--- src/hw/rtl/double_clap_detector_macros.svh ---
// Assertion macros for the double clap detector.
// Included by double_clap_detector, which carries the concurrent checks; needs aclk and aresetn in scope.
`ifndef DOUBLE_CLAP_DETECTOR_MACROS_SVH
`define DOUBLE_CLAP_DETECTOR_MACROS_SVH

`ifndef NO_ASSERTIONS

// Check that is held off while reset is asserted.
`define DCD_ASSERT(lbl, prop) \
    lbl: assert property (@(posedge aclk) disable iff (!aresetn) prop) \
        else $error("double_clap_detector check failed");

// Check that also holds during reset.
`define DCD_ASSERT_ALWAYS(lbl, prop) \
    lbl: assert property (@(posedge aclk) prop) \
        else $error("double_clap_detector check failed");

`else

`define DCD_ASSERT(lbl, prop)
`define DCD_ASSERT_ALWAYS(lbl, prop)

`endif

`endif

--- src/hw/rtl/dcd_pkg.sv ---
// Shared types and constants for the double clap detector.
// No dependencies; used by dcd_engine and double_clap_detector.
package dcd_pkg;

    localparam int CFG_W = 10;
    localparam int CFG_IDX_W = 3;

    // register indexes on the configuration port
    localparam logic [CFG_IDX_W-1:0] CFG_IGNORE_END      = 3'd0;
    localparam logic [CFG_IDX_W-1:0] CFG_QUIET_ONE_END   = 3'd1;
    localparam logic [CFG_IDX_W-1:0] CFG_SECOND_CLAP_END = 3'd2;
    localparam logic [CFG_IDX_W-1:0] CFG_QUIET_TWO_END   = 3'd3;
    localparam logic [CFG_IDX_W-1:0] CFG_LOCKOUT_END     = 3'd4;

    localparam logic [CFG_W-1:0] RST_IGNORE_END      = 10'd35;
    localparam logic [CFG_W-1:0] RST_QUIET_ONE_END   = 10'd125;
    localparam logic [CFG_W-1:0] RST_SECOND_CLAP_END = 10'd250;
    localparam logic [CFG_W-1:0] RST_QUIET_TWO_END   = 10'd300;
    localparam logic [CFG_W-1:0] RST_LOCKOUT_END     = 10'd800;

    // event codes
    localparam logic [1:0] EV_NONE   = 2'd0;
    localparam logic [1:0] EV_ACCEPT = 2'd1;
    localparam logic [1:0] EV_REJECT = 2'd2;

    typedef struct packed {
        logic mic_level;
        logic tick;
    } dcd_in_t;

    typedef struct packed {
        logic       output_on;
        logic       busy_res;
        logic [1:0] event_res;
    } dcd_out_t;

    typedef struct packed {
        logic [CFG_W-1:0] ignore_end;
        logic [CFG_W-1:0] quiet_one_end;
        logic [CFG_W-1:0] second_clap_end;
        logic [CFG_W-1:0] quiet_two_end;
        logic [CFG_W-1:0] lockout_end;
    } dcd_cfg_t;

endpackage

--- src/hw/rtl/double_clap_detector.sv ---
// Top level of the double clap detector: handshakes, configuration registers, result register.
// Depends on dcd_pkg, dcd_engine and double_clap_detector_macros.svh.
//
// Usage:
//   s_ channel: one transfer per microphone sample, carrying the comparator level and a
//   flag for a timer tick that elapsed after the sample.
//   m_ channel: exactly one result per input transfer, in order: the output state, a busy
//   flag for a check in progress and an event code (none, accepted and toggled, rejected).
//   cfg_ channel: writes the five window bounds (tick counts, 10 bits); always ready.
//   Writes to indexes beyond the list are dropped. Write only while no result is pending.
// Timing:
//   A sample taken in one cycle has its result on m_ in the cycle after.
//   Throughput is one item per cycle unless m_ready stalls; the window decisions are a short
//   compare chain between the engine state registers and the result register.
// Reset: window bounds return to 35/125/250/300/800 ticks, the check goes idle,
//   the output is off and no result is pending.
// Stall: while a result waits and m_ready is low, s_ready is low; nothing is dropped.
`include "double_clap_detector_macros.svh"

module double_clap_detector #(
    parameter int COUNT_BITS = 10
) (
    input  logic                             aclk,
    input  logic                             aresetn,
    input  logic                             s_valid,
    output logic                             s_ready,
    input  dcd_pkg::dcd_in_t                 s_data,
    output logic                             m_valid,
    input  logic                             m_ready,
    output dcd_pkg::dcd_out_t                m_data,
    input  logic                             cfg_valid,
    output logic                             cfg_ready,
    input  logic [dcd_pkg::CFG_IDX_W-1:0]    cfg_index,
    input  logic [dcd_pkg::CFG_W-1:0]        cfg_data
);

    dcd_pkg::dcd_cfg_t cfg_reg;
    dcd_pkg::dcd_out_t result_next;
    dcd_pkg::dcd_out_t m_data_reg;
    logic              m_valid_reg;
    logic              s_fire;

    assign cfg_ready = 1'b1;
    assign s_ready   = !m_valid_reg || m_ready;
    assign s_fire    = s_valid && s_ready;
    assign m_valid   = m_valid_reg;
    assign m_data    = m_data_reg;

    always_ff @(posedge aclk) begin
        if (!aresetn) begin
            cfg_reg.ignore_end      <= dcd_pkg::RST_IGNORE_END;
            cfg_reg.quiet_one_end   <= dcd_pkg::RST_QUIET_ONE_END;
            cfg_reg.second_clap_end <= dcd_pkg::RST_SECOND_CLAP_END;
            cfg_reg.quiet_two_end   <= dcd_pkg::RST_QUIET_TWO_END;
            cfg_reg.lockout_end     <= dcd_pkg::RST_LOCKOUT_END;
        end else if (cfg_valid) begin
            unique case (cfg_index)
                dcd_pkg::CFG_IGNORE_END:      cfg_reg.ignore_end      <= cfg_data;
                dcd_pkg::CFG_QUIET_ONE_END:   cfg_reg.quiet_one_end   <= cfg_data;
                dcd_pkg::CFG_SECOND_CLAP_END: cfg_reg.second_clap_end <= cfg_data;
                dcd_pkg::CFG_QUIET_TWO_END:   cfg_reg.quiet_two_end   <= cfg_data;
                dcd_pkg::CFG_LOCKOUT_END:     cfg_reg.lockout_end     <= cfg_data;
                default: ;
            endcase
        end
    end

    dcd_engine #(
        .COUNT_BITS(COUNT_BITS)
    ) u_engine (
        .aclk    (aclk),
        .aresetn (aresetn),
        .accept  (s_fire),
        .in_data (s_data),
        .cfg     (cfg_reg),
        .result  (result_next)
    );

    always_ff @(posedge aclk) begin
        if (!aresetn) begin
            m_valid_reg <= 1'b0;
        end else if (s_fire) begin
            m_valid_reg <= 1'b1;
        end else if (m_ready) begin
            m_valid_reg <= 1'b0;
        end
    end

    // payload register, no reset needed
    always_ff @(posedge aclk) begin
        if (s_fire) begin
            m_data_reg <= result_next;
        end
    end

    // every input transfer leaves a result behind
    `DCD_ASSERT(a_fire_gives_result, s_fire |=> m_valid)
    // a pending result that is not taken blocks the input
    `DCD_ASSERT_ALWAYS(a_no_overwrite, (m_valid_reg && !m_ready) |-> !s_ready)
    // an accept or reject always ends the check
    `DCD_ASSERT(a_event_ends_check,
        (s_fire && result_next.event_res != dcd_pkg::EV_NONE) |=> !m_data.busy_res)
    // output state moves only with an accept event
    `DCD_ASSERT(a_toggle_only_on_accept,
        (s_fire && m_valid && result_next.event_res != dcd_pkg::EV_ACCEPT)
            |-> (result_next.output_on == m_data.output_on))

endmodule

--- src/hw/rtl/dcd_engine.sv ---
// Detection state machine: holds the check phase, tick count and output state.
// Depends on dcd_pkg; produces the result of each transfer combinationally.
module dcd_engine #(
    parameter int COUNT_BITS = 10
) (
    input  logic              aclk,
    input  logic              aresetn,
    input  logic              accept,
    input  dcd_pkg::dcd_in_t  in_data,
    input  dcd_pkg::dcd_cfg_t cfg,
    output dcd_pkg::dcd_out_t result
);

    localparam int CMP_W = (COUNT_BITS > dcd_pkg::CFG_W) ? COUNT_BITS : dcd_pkg::CFG_W;
    localparam logic [COUNT_BITS-1:0] COUNT_MAX = {COUNT_BITS{1'b1}};

    typedef enum logic [2:0] {
        PH_IDLE,
        PH_IGNORE,
        PH_QUIET1,
        PH_SECOND,
        PH_QUIET2,
        PH_LOCKOUT
    } phase_t;

    phase_t                phase_reg, phase_next;
    logic [COUNT_BITS-1:0] count_reg, count_next;
    logic                  pass_reg, pass_next;
    logic                  out_reg, out_next;
    logic                  last_mic_reg;
    logic [1:0]            event_code;
    logic [4:0]            reached;

    function automatic logic hit(input logic [COUNT_BITS-1:0] cnt,
                                 input logic [dcd_pkg::CFG_W-1:0] bound);
        return (CMP_W'(cnt) >= CMP_W'(bound)) || (cnt == COUNT_MAX);
    endfunction

    always_comb begin
        phase_next = phase_reg;
        count_next = count_reg;
        pass_next  = pass_reg;
        out_next   = out_reg;
        event_code = dcd_pkg::EV_NONE;

        unique case (phase_reg) inside
            PH_IDLE: begin
                if (in_data.mic_level != last_mic_reg) begin
                    count_next = '0;
                    pass_next  = 1'b1;
                    phase_next = PH_IGNORE;
                end
            end
            PH_IGNORE, PH_LOCKOUT: ;
            PH_QUIET1, PH_QUIET2: begin
                if (in_data.mic_level) pass_next = 1'b0;
            end
            PH_SECOND: begin
                if (in_data.mic_level) pass_next = 1'b1;
            end
            default: phase_next = PH_IDLE;
        endcase

        if (phase_reg != PH_IDLE && in_data.tick && count_reg != COUNT_MAX)
            count_next = count_reg + COUNT_BITS'(1);

        reached[0] = hit(count_next, cfg.ignore_end);
        reached[1] = hit(count_next, cfg.quiet_one_end);
        reached[2] = hit(count_next, cfg.second_clap_end);
        reached[3] = hit(count_next, cfg.quiet_two_end);
        reached[4] = hit(count_next, cfg.lockout_end);

        // leave every window whose end is reached, in order
        if (phase_next == PH_IGNORE && reached[0])
            phase_next = PH_QUIET1;
        if (phase_next == PH_QUIET1 && reached[1]) begin
            if (!pass_next) begin
                phase_next = PH_IDLE;
                event_code = dcd_pkg::EV_REJECT;
            end else begin
                pass_next  = 1'b0;
                phase_next = PH_SECOND;
            end
        end
        if (phase_next == PH_SECOND && reached[2]) begin
            if (!pass_next) begin
                phase_next = PH_IDLE;
                event_code = dcd_pkg::EV_REJECT;
            end else begin
                phase_next = PH_QUIET2;
            end
        end
        if (phase_next == PH_QUIET2 && reached[3]) begin
            if (!pass_next) begin
                phase_next = PH_IDLE;
                event_code = dcd_pkg::EV_REJECT;
            end else begin
                phase_next = PH_LOCKOUT;
            end
        end
        if (phase_next == PH_LOCKOUT && reached[4]) begin
            out_next   = ~out_reg;
            phase_next = PH_IDLE;
            event_code = dcd_pkg::EV_ACCEPT;
        end

        result.output_on = out_next;
        result.busy_res  = (phase_next != PH_IDLE);
        result.event_res = event_code;
    end

    always_ff @(posedge aclk) begin
        if (!aresetn) begin
            phase_reg    <= PH_IDLE;
            count_reg    <= '0;
            pass_reg     <= 1'b0;
            out_reg      <= 1'b0;
            last_mic_reg <= 1'b0;
        end else if (accept) begin
            phase_reg    <= phase_next;
            count_reg    <= count_next;
            pass_reg     <= pass_next;
            out_reg      <= out_next;
            last_mic_reg <= in_data.mic_level;
        end
    end

endmodule

--- config.mk ---
export PLATFORM = sky130hd
export DESIGN_NAME = double_clap_detector
export DESIGN_NICKNAME = d
export VERILOG_FILES = /design/src/hw/rtl/dcd_pkg.sv /design/src/hw/rtl/double_clap_detector.sv /design/src/hw/rtl/dcd_engine.sv
export VERILOG_INCLUDE_DIRS = /design/src /design/src/hw/rtl
export SDC_FILE = /design/constraint.sdc
export NUM_CORES = 1
export LEC_CHECK = 0
export ABC_AREA = 1
export ABC_CLOCK_PERIOD_IN_PS = 5700
export BUFFER_PORTS_ARGS = -buffer_cell sky130_fd_sc_hd__buf_2
export CORE_UTILIZATION = 25
export DETAILED_ROUTE_END_ITERATION = 10
export SYNTH_ARGS = -nofsm -noshare
export SYNTH_HDL_FRONTEND = slang
export SYNTH_SLANG_ARGS = --single-unit
export TNS_END_PERCENT = 1
--- constraint.sdc ---
create_clock -name aclk -period 5.7 [get_ports aclk]
set_input_delay 0.57 -clock aclk [delete_from_list [all_inputs] [get_ports aclk]]
set_output_delay 0.57 -clock aclk [all_outputs]
set_load 0.005 [all_outputs]
==> impl_metrics.json, run 1 <==
{
  "outcome": "completed",
  "first_pass_iters": 4,
  "worst_pin_slew_ns": 0.801,
  "postCtsSetupRepairBufs": 0,
  "synth_most_common_cell": "nand2_1",
  "area_delta_synth_final_pct": 14.2,
  "grtUsageMet3": 0.0294,
  "numCtsBuffers": 9,
  "cap_violations": 0,
  "syn_nets": 694,
  "fin_area_um2": 5250,
  "setup_viol": 0,
  "tns_ns": 0,
  "crit_arrival_ns": 4.21,
  "io_pins": 27,
  "track_usage": 0.133,
  "cts_max_level": 3,
  "drv_slew": 0,
  "synth_top_area_frac": 0.292,
  "cp_cell_sequence": "ha_1 -> nand2_1 -> nor2_1 -> nand3_2 -> nand2_2 -> inv_1 -> nand2_1 -> nand2_1 -> ha_1 -> nand2_1 -> or4_1 -> nand4_2 -> o21ai_0 -> inv_1 -> nand2_2 -> nand2_4 -> nand2_4 -> nor2_8 -> nand3_4 -> nand2_4 -> nand3_4 -> nand2_1 -> nand3_1",
  "final-hold-violation-count": 0,
  "holdBufCountCts": 0,
  "post_cts_resized": 0,
  "cp_max_fo": 11,
  "critPathMaxStageDelay_ns": 0.49,
  "final_util": 0.292,
  "power_density_nw_per_um2": 294,
  "rr_endpoint": "m_data[2]",
  "vias": 4034,
  "fin_nets": 716,
  "grt_pass1_wl_um": 18700,
  "die_y_um": 138,
  "ys.warnings.count": 0,
  "clock-sinks": 71,
  "rows": 49,
  "skew_ns": 0.00907,
  "wl_per_cell_um": 13.3,
  "yosysTopAreaCell": "dfxtp_1",
  "worstPathRequired_ns": 5.80,
  "ys_ff_latch": 71,
  "synth_area_um2": 4590,
  "drive_above_1_share": 0.128,
  "synth.avg_cell_area_um2": 7.37,
  "critPathBufInv": 2,
  "dp_hpwl_um": 8750,
  "clkTransAtPathRegs_ns": 0.06,
  "met2_usage": 0.206,
  "largest_reg_flops": 50,
  "cellLeakagePower_nw": 2.49,
  "grt_max_degree": 61,
  "drt-total-wl_um": 11700,
  "drtAntennaViolNets": 0,
  "timing.fmax_ghz": 0.243,
  "crit_family": "simple AND/OR/NAND/NOR gates",
  "cts-root-buf": "clkbuf_16",
  "placed_cell_area_um2": 4940,
  "worstHoldStart": "cfg_reg[6]",
  "globalRoute.busiestLayer": "met2",
  "synth_commonest_cells": "109 x nand2_1, 104 x inv_1, 67 x dfxtp_1, 62 x a21oi_1, 52 x o21ai_0",
  "grt-ovfl-total": 0,
  "fin_crit_sh": 0.721,
  "hold-path-cell-count": 2,
  "ys_async_sr_fraction": 0,
  "min_path_type": "flip-flop to flip-flop",
  "critPathCaptureType": "flip-flop",
  "ys_seq_area_frac": 0.318,
  "antenna_cells": 0,
  "synth_edf_count": 4,
  "synth.distinct_cells": 42,
  "fin_crit_ns": 4.11,
  "worst-r2r-setup-slack_ns": 1.59,
  "io_buffers": 25,
  "grt_setup_unrepaired": "false",
  "antenna_found_initial": 0,
  "r2r_start": "u_engine.count_reg[0]",
  "use_met1": 0.175,
  "die_x_um": 138,
  "cp-start-kind": "flip-flop",
  "layout.cells.non_filler": 879,
  "whs_ns": 0.463,
  "synthCells": 623,
  "fp.dieArea_um2": 18900,
  "initialDrtViolationCount": 208,
  "placedCellCount": 863,
  "via_per_inst": 4.59,
  "slowest_stage": "or4_1",
  "synth_top_cells_by_area": "dfxtp_1 29%, ha_1 14%, nand2_1 8.9%",
  "clock_latency_ns": 0.35,
  "core_area_um2": 18000,
  "ir_worst_vdd_mv": 0.139,
  "finalWeightedCongestion": 0.848,
  "hold_end": "cfg_reg[6]",
  "synthFlopType": "dfxtp_1",
  "initial_utilization": 0.256,
  "cp_common_cell": "nand2_1",
  "grt_pass1_vias": 3633,
  "cts_tree": "done",
  "ff2ff_path_depth": 23,
  "critPathKind": "flip-flop to flip-flop",
  "ctsLongestPathBuffers": 2,
  "drc": 0,
  "slew_headroom": 0.464
}
worst min-delay path, stage by stage, from the launching register on:
cell     delay [ns]
dfxtp_1        0.30
inv_1          0.06
a21oi_1        0.06
worst max path at each step:
stage	slack, ns	depth (start not counted)	from	endpoint
floorplan	2.14	24	u_engine.count_reg[0]	m_data[2]
global placement	1.65	26	u_engine.count_reg[0]	m_data[2]
detailed placement	1.60	26	u_engine.count_reg[0]	m_data[2]
CTS	1.60	24	u_engine.count_reg[0]	m_data[2]
global route	1.29	28	u_engine.count_reg[0]	m_data[2]
finish	1.59	23	u_engine.count_reg[0]	m_data[2]
per-stage QoR:
| step | setup WS [ns] | power [W] |
|---|---|---|
| 3_5_place_dp | 1.60 | 0.000965 |
| 6_report | 1.59 | 0.00154 |
| 2_1_floorplan | 2.14 | 0.000864 |
| 3_3_place_gp | 1.65 | 0.000962 |
| 5_1_grt | 1.29 | 0.00164 |
| 4_1_cts | 1.60 | 0.00156 |
power breakdown:
| group | switching (W) | internal (W) |
|---|---|---|
| Clock | 0.000243 | 0.000345 |
| Sequential | 0.0000185 | 0.000529 |
| Combinational | 0.000271 | 0.000137 |
metal layers:
metal | vias to the layer above | share of wire
met5 | - | 0
met4 | 0 | 0.028
met3 | 24 | 0.047
met2 | 79 | 0.45
met1 | 1820 | 0.48
li1 | 2111 | -
logic make-up (layout without fill, tap and decap cells):
logic type,after synthesis,in the layout,share of synthesized area
buffers and inverters,125,152,0.106
AO/OA/AOI/OAI,157,157,0.204
other,1,1,0.000816
AND/OR/NAND/NOR,214,214,0.225
XOR/XNOR,4,4,0.00763
flip-flops,71,71,0.318
adder cells (fa/ha/maj),51,51,0.139
placed cells by master (no fill, tap or decap), drive strengths merged:
cell type,n
a21boi,1
a21oi,64
a31oi,4
buf,27
bufinv,1
clkbuf,9
clkinv,3
conb,1
dfxtp,67
edfxtp,4
ha,51
inv,112
nand2,127
nand3,27
nand4,8
nor2,46
nor3,2
nor4,3
o2111ai,3
o211ai,25
o21a,2
o21ai,55
o21bai,1
o22ai,1
o41ai,1
or4,1
xnor2,1
xor2,3
layout make-up:
type,instances,area (um^2)
clock buffers,9,225
clock inverters,7,78.8
fillers,1968,12700
inverters,109,409
multi-input cells,427,2650
flip-flops and latches,71,1460
well taps,229,287
repair buffers,27,140
No activity file was read; power rests on OpenSTA's default activity.
==> inputs of run 2 (changes only) <==
--- a/config.mk
+++ b/config.mk
@@ -7,7 +7,7 @@
 export NUM_CORES = 1
 export LEC_CHECK = 0
 export ABC_AREA = 1
-export ABC_CLOCK_PERIOD_IN_PS = 5700
+export ABC_CLOCK_PERIOD_IN_PS = 3900
 export BUFFER_PORTS_ARGS = -buffer_cell sky130_fd_sc_hd__buf_2
 export CORE_UTILIZATION = 25
 export DETAILED_ROUTE_END_ITERATION = 10
==> constraint.sdc (replaced) <==
create_clock -name aclk -period 3.9 [get_ports aclk]
set_input_delay 0.39 -clock aclk [delete_from_list [all_inputs] [get_ports aclk]]
set_output_delay 0.39 -clock aclk [all_outputs]
set_load 0.005 [all_outputs]
==> run 2 against run 1 <==
Net effect: wire length rose by 0.79%; largest power group unchanged; register-to-register slack got worse by 1.4 ns; largest cell class unchanged; sequential cell count is the same; global-route usage is 0.38 points higher; worst hold slack got worse by 0.12 ns; combinational power up 69%; via count up 2.9%.
==> impl_metrics.json, run 2 (synthesis gave the netlist of run 1 again) <==
{
  "ctsLongestPathBuffers": 2,
  "tns_ns": 0,
  "fin_crit_ns": 3.70,
  "slowest_stage": "or4_1",
  "wl_per_cell_um": 13.0,
  "grt-ovfl-total": 0,
  "grt_pass1_vias": 4030,
  "vias": 4151,
  "cell_internal_pwr_w": 0.00155,
  "drt-total-wl_um": 11800,
  "final_common_cell": "inv_1",
  "drv_slew": 0,
  "track_usage": 0.137,
  "finalWeightedCongestion": 0.827,
  "final-hold-violation-count": 0,
  "rows": 49,
  "area_delta_synth_final_pct": 21.7,
  "power.switching_w": 0.000780,
  "fin_crit_sh": 0.949,
  "ff2ff_path_depth": 24,
  "hold-path-cell-count": 3,
  "min_path_type": "input port to flip-flop",
  "cp_cell_sequence": "ha_2 -> nand2_1 -> nor2_2 -> nand3_4 -> nand2_4 -> buf_4 -> nand2_2 -> nand2_2 -> inv_2 -> ha_1 -> nand2_1 -> or4_1 -> nand4_2 -> o21ai_0 -> inv_1 -> nand2_2 -> nand2_4 -> nand2_4 -> nor2_8 -> nand3_4 -> nand2_4 -> nand3_4 -> nand2_2 -> nand3_1",
  "worst_pin_slew_ns": 0.756,
  "cts_tree": "done",
  "io_pins": 27,
  "initial_utilization": 0.256,
  "clock_latency_ns": 0.35,
  "path_depth": 24,
  "cap_violations": 0,
  "cts-root-buf": "clkbuf_16",
  "setup_viol": 0,
  "via_per_inst": 4.57,
  "dp_hpwl_um": 8910,
  "swShare": 0.335,
  "crit_family": "simple AND/OR/NAND/NOR gates",
  "cellLeakagePower_nw": 2.63,
  "critPathMaxStageDelay_ns": 0.53,
  "clkTransAtPathRegs_ns": 0.06,
  "grt_pass1_wl_um": 19600,
  "cp_max_fo": 6,
  "first_pass_iters": 5,
  "critPathCaptureType": "flip-flop",
  "final_cell_mix": "98 x inv_1, 95 x nand2_1, 65 x dfxtp_1",
  "drtAntennaViolNets": 0,
  "outcome": "completed",
  "pwr-share-seq": 0.342,
  "comb_power_share": 0.296,
  "clock-sinks": 71,
  "cp-start-kind": "flip-flop",
  "drc": 0,
  "antenna_cells": 0,
  "die_y_um": 138,
  "power_density_nw_per_um2": 417,
  "numCtsBuffers": 9,
  "cts_max_level": 3,
  "core_area_um2": 18000,
  "die_x_um": 138,
  "critPathBufInv": 3,
  "critPathKind": "flip-flop to flip-flop",
  "fp.dieArea_um2": 18900,
  "worstPathRequired_ns": 4.00,
  "skew_ns": 0.00775,
  "crit_arrival_ns": 3.80,
  "largest_reg_flops": 50,
  "io_buffers": 25,
  "ir_worst_vdd_mv": 0.168,
  "initialDrtViolationCount": 184,
  "antenna_found_initial": 0,
  "timing.fmax_ghz": 0.270,
  "clkPwrFrac": 0.362,
  "fin_nets": 745,
  "whs_ns": 0.339,
  "slew_headroom": 0.493,
  "grt_max_degree": 50,
  "drive_above_1_share": 0.208
}
-- run 2: cell count changes in the layout (fill, tap and decap cells not counted), moves of 3 or more --
| cell | before | now |
|---|---|---|
| nor2_1 | 41 | 38 |
| nand2_1 | 109 | 95 |
| ha_1 | 51 | 48 |
| nand2_2 | 11 | 22 |
| nand2_4 | 7 | 11 |
| inv_1 | 104 | 98 |
| buf_4 | 2 | 30 |
| inv_2 | 4 | 9 |
-- run 2: worst reg2reg max path: stages (launching register included) --
cell and delay [ns]:
dfxtp_4 0.37, ha_2 0.17, nand2_1 0.08, nor2_2 0.15, nand3_4 0.13, nand2_4 0.12
buf_4 0.12, nand2_2 0.06, nand2_2 0.08, inv_2 0.06, ha_1 0.27, nand2_1 0.08
or4_1 0.53, nand4_2 0.16, o21ai_0 0.14, inv_1 0.09, nand2_2 0.09, nand2_4 0.10
nand2_4 0.06, nor2_8 0.15, nand3_4 0.09, nand2_4 0.08, nand3_4 0.09, nand2_2 0.10
nand3_1 0.07
-- run 2: worst paths after layout --
kind	endpoint	startpoint	slack, ns
worst max register to register	m_data[2]	u_engine.count_reg[1]	0.20
worst max-delay path	m_data[2]	u_engine.count_reg[1]	0.20
worst min-delay path	cfg_reg[13]	cfg_data[3]	0.34
worst min register to register	cfg_reg[47]	cfg_reg[47]	0.46
-- run 2: timing repair --
action	CTS	global route
pin swaps	0	14
gates resized for setup	2	37
hold buffers	0	0
cloned	0	1
hold endpoints to repair	0	0
endpoints found under the setup margin	1	7
buffers inserted	0	11
-- run 2: layout make-up --
cell class,instances,area (um^2)
inverters,109,412
repair buffers,55,350
clock buffers,10,239
well taps,229,287
multi-input cells,428,2770
clock inverters,6,66.3
flip-flops and latches,71,1470
fillers,1886,12400
-- run 2: routing by layer --
| metal | part of all wire | track usage | wire, um |
|---|---|---|---|
| met5 | 0 | 0 | 0 |
| met4 | 0.024 | 0.0629 | 278 |
| met3 | 0.027 | 0.0250 | 313 |
| met2 | 0.49 | 0.236 | 5750 |
| met1 | 0.46 | 0.163 | 5460 |
-- run 2: through the flow --
step           power (W)  instances   util  cell area (um^2)  setup WS, ns
3_3_place_gp     0.00143        880  0.282              5070        0.0638
5_1_grt          0.00248        908  0.311              5590       -0.0275
4_1_cts          0.00230        896  0.300              5380        0.0509
6_report         0.00233        908  0.311              5590         0.199
2_1_floorplan    0.00126        623      -              4590         0.336
3_5_place_dp     0.00144        880  0.282              5070       -0.0331
-- run 2: power groups by stage --
stage / clock (W) / sequential (W) / combinational [W]
floorplan: 0 / 0.000809 / 0.000453
global placement: 0 / 0.000811 / 0.000624
detailed placement: 0 / 0.000811 / 0.000630
CTS: 0.000866 / 0.000796 / 0.000635
global route: 0.000896 / 0.000801 / 0.000787
finish: 0.000845 / 0.000797 / 0.000690
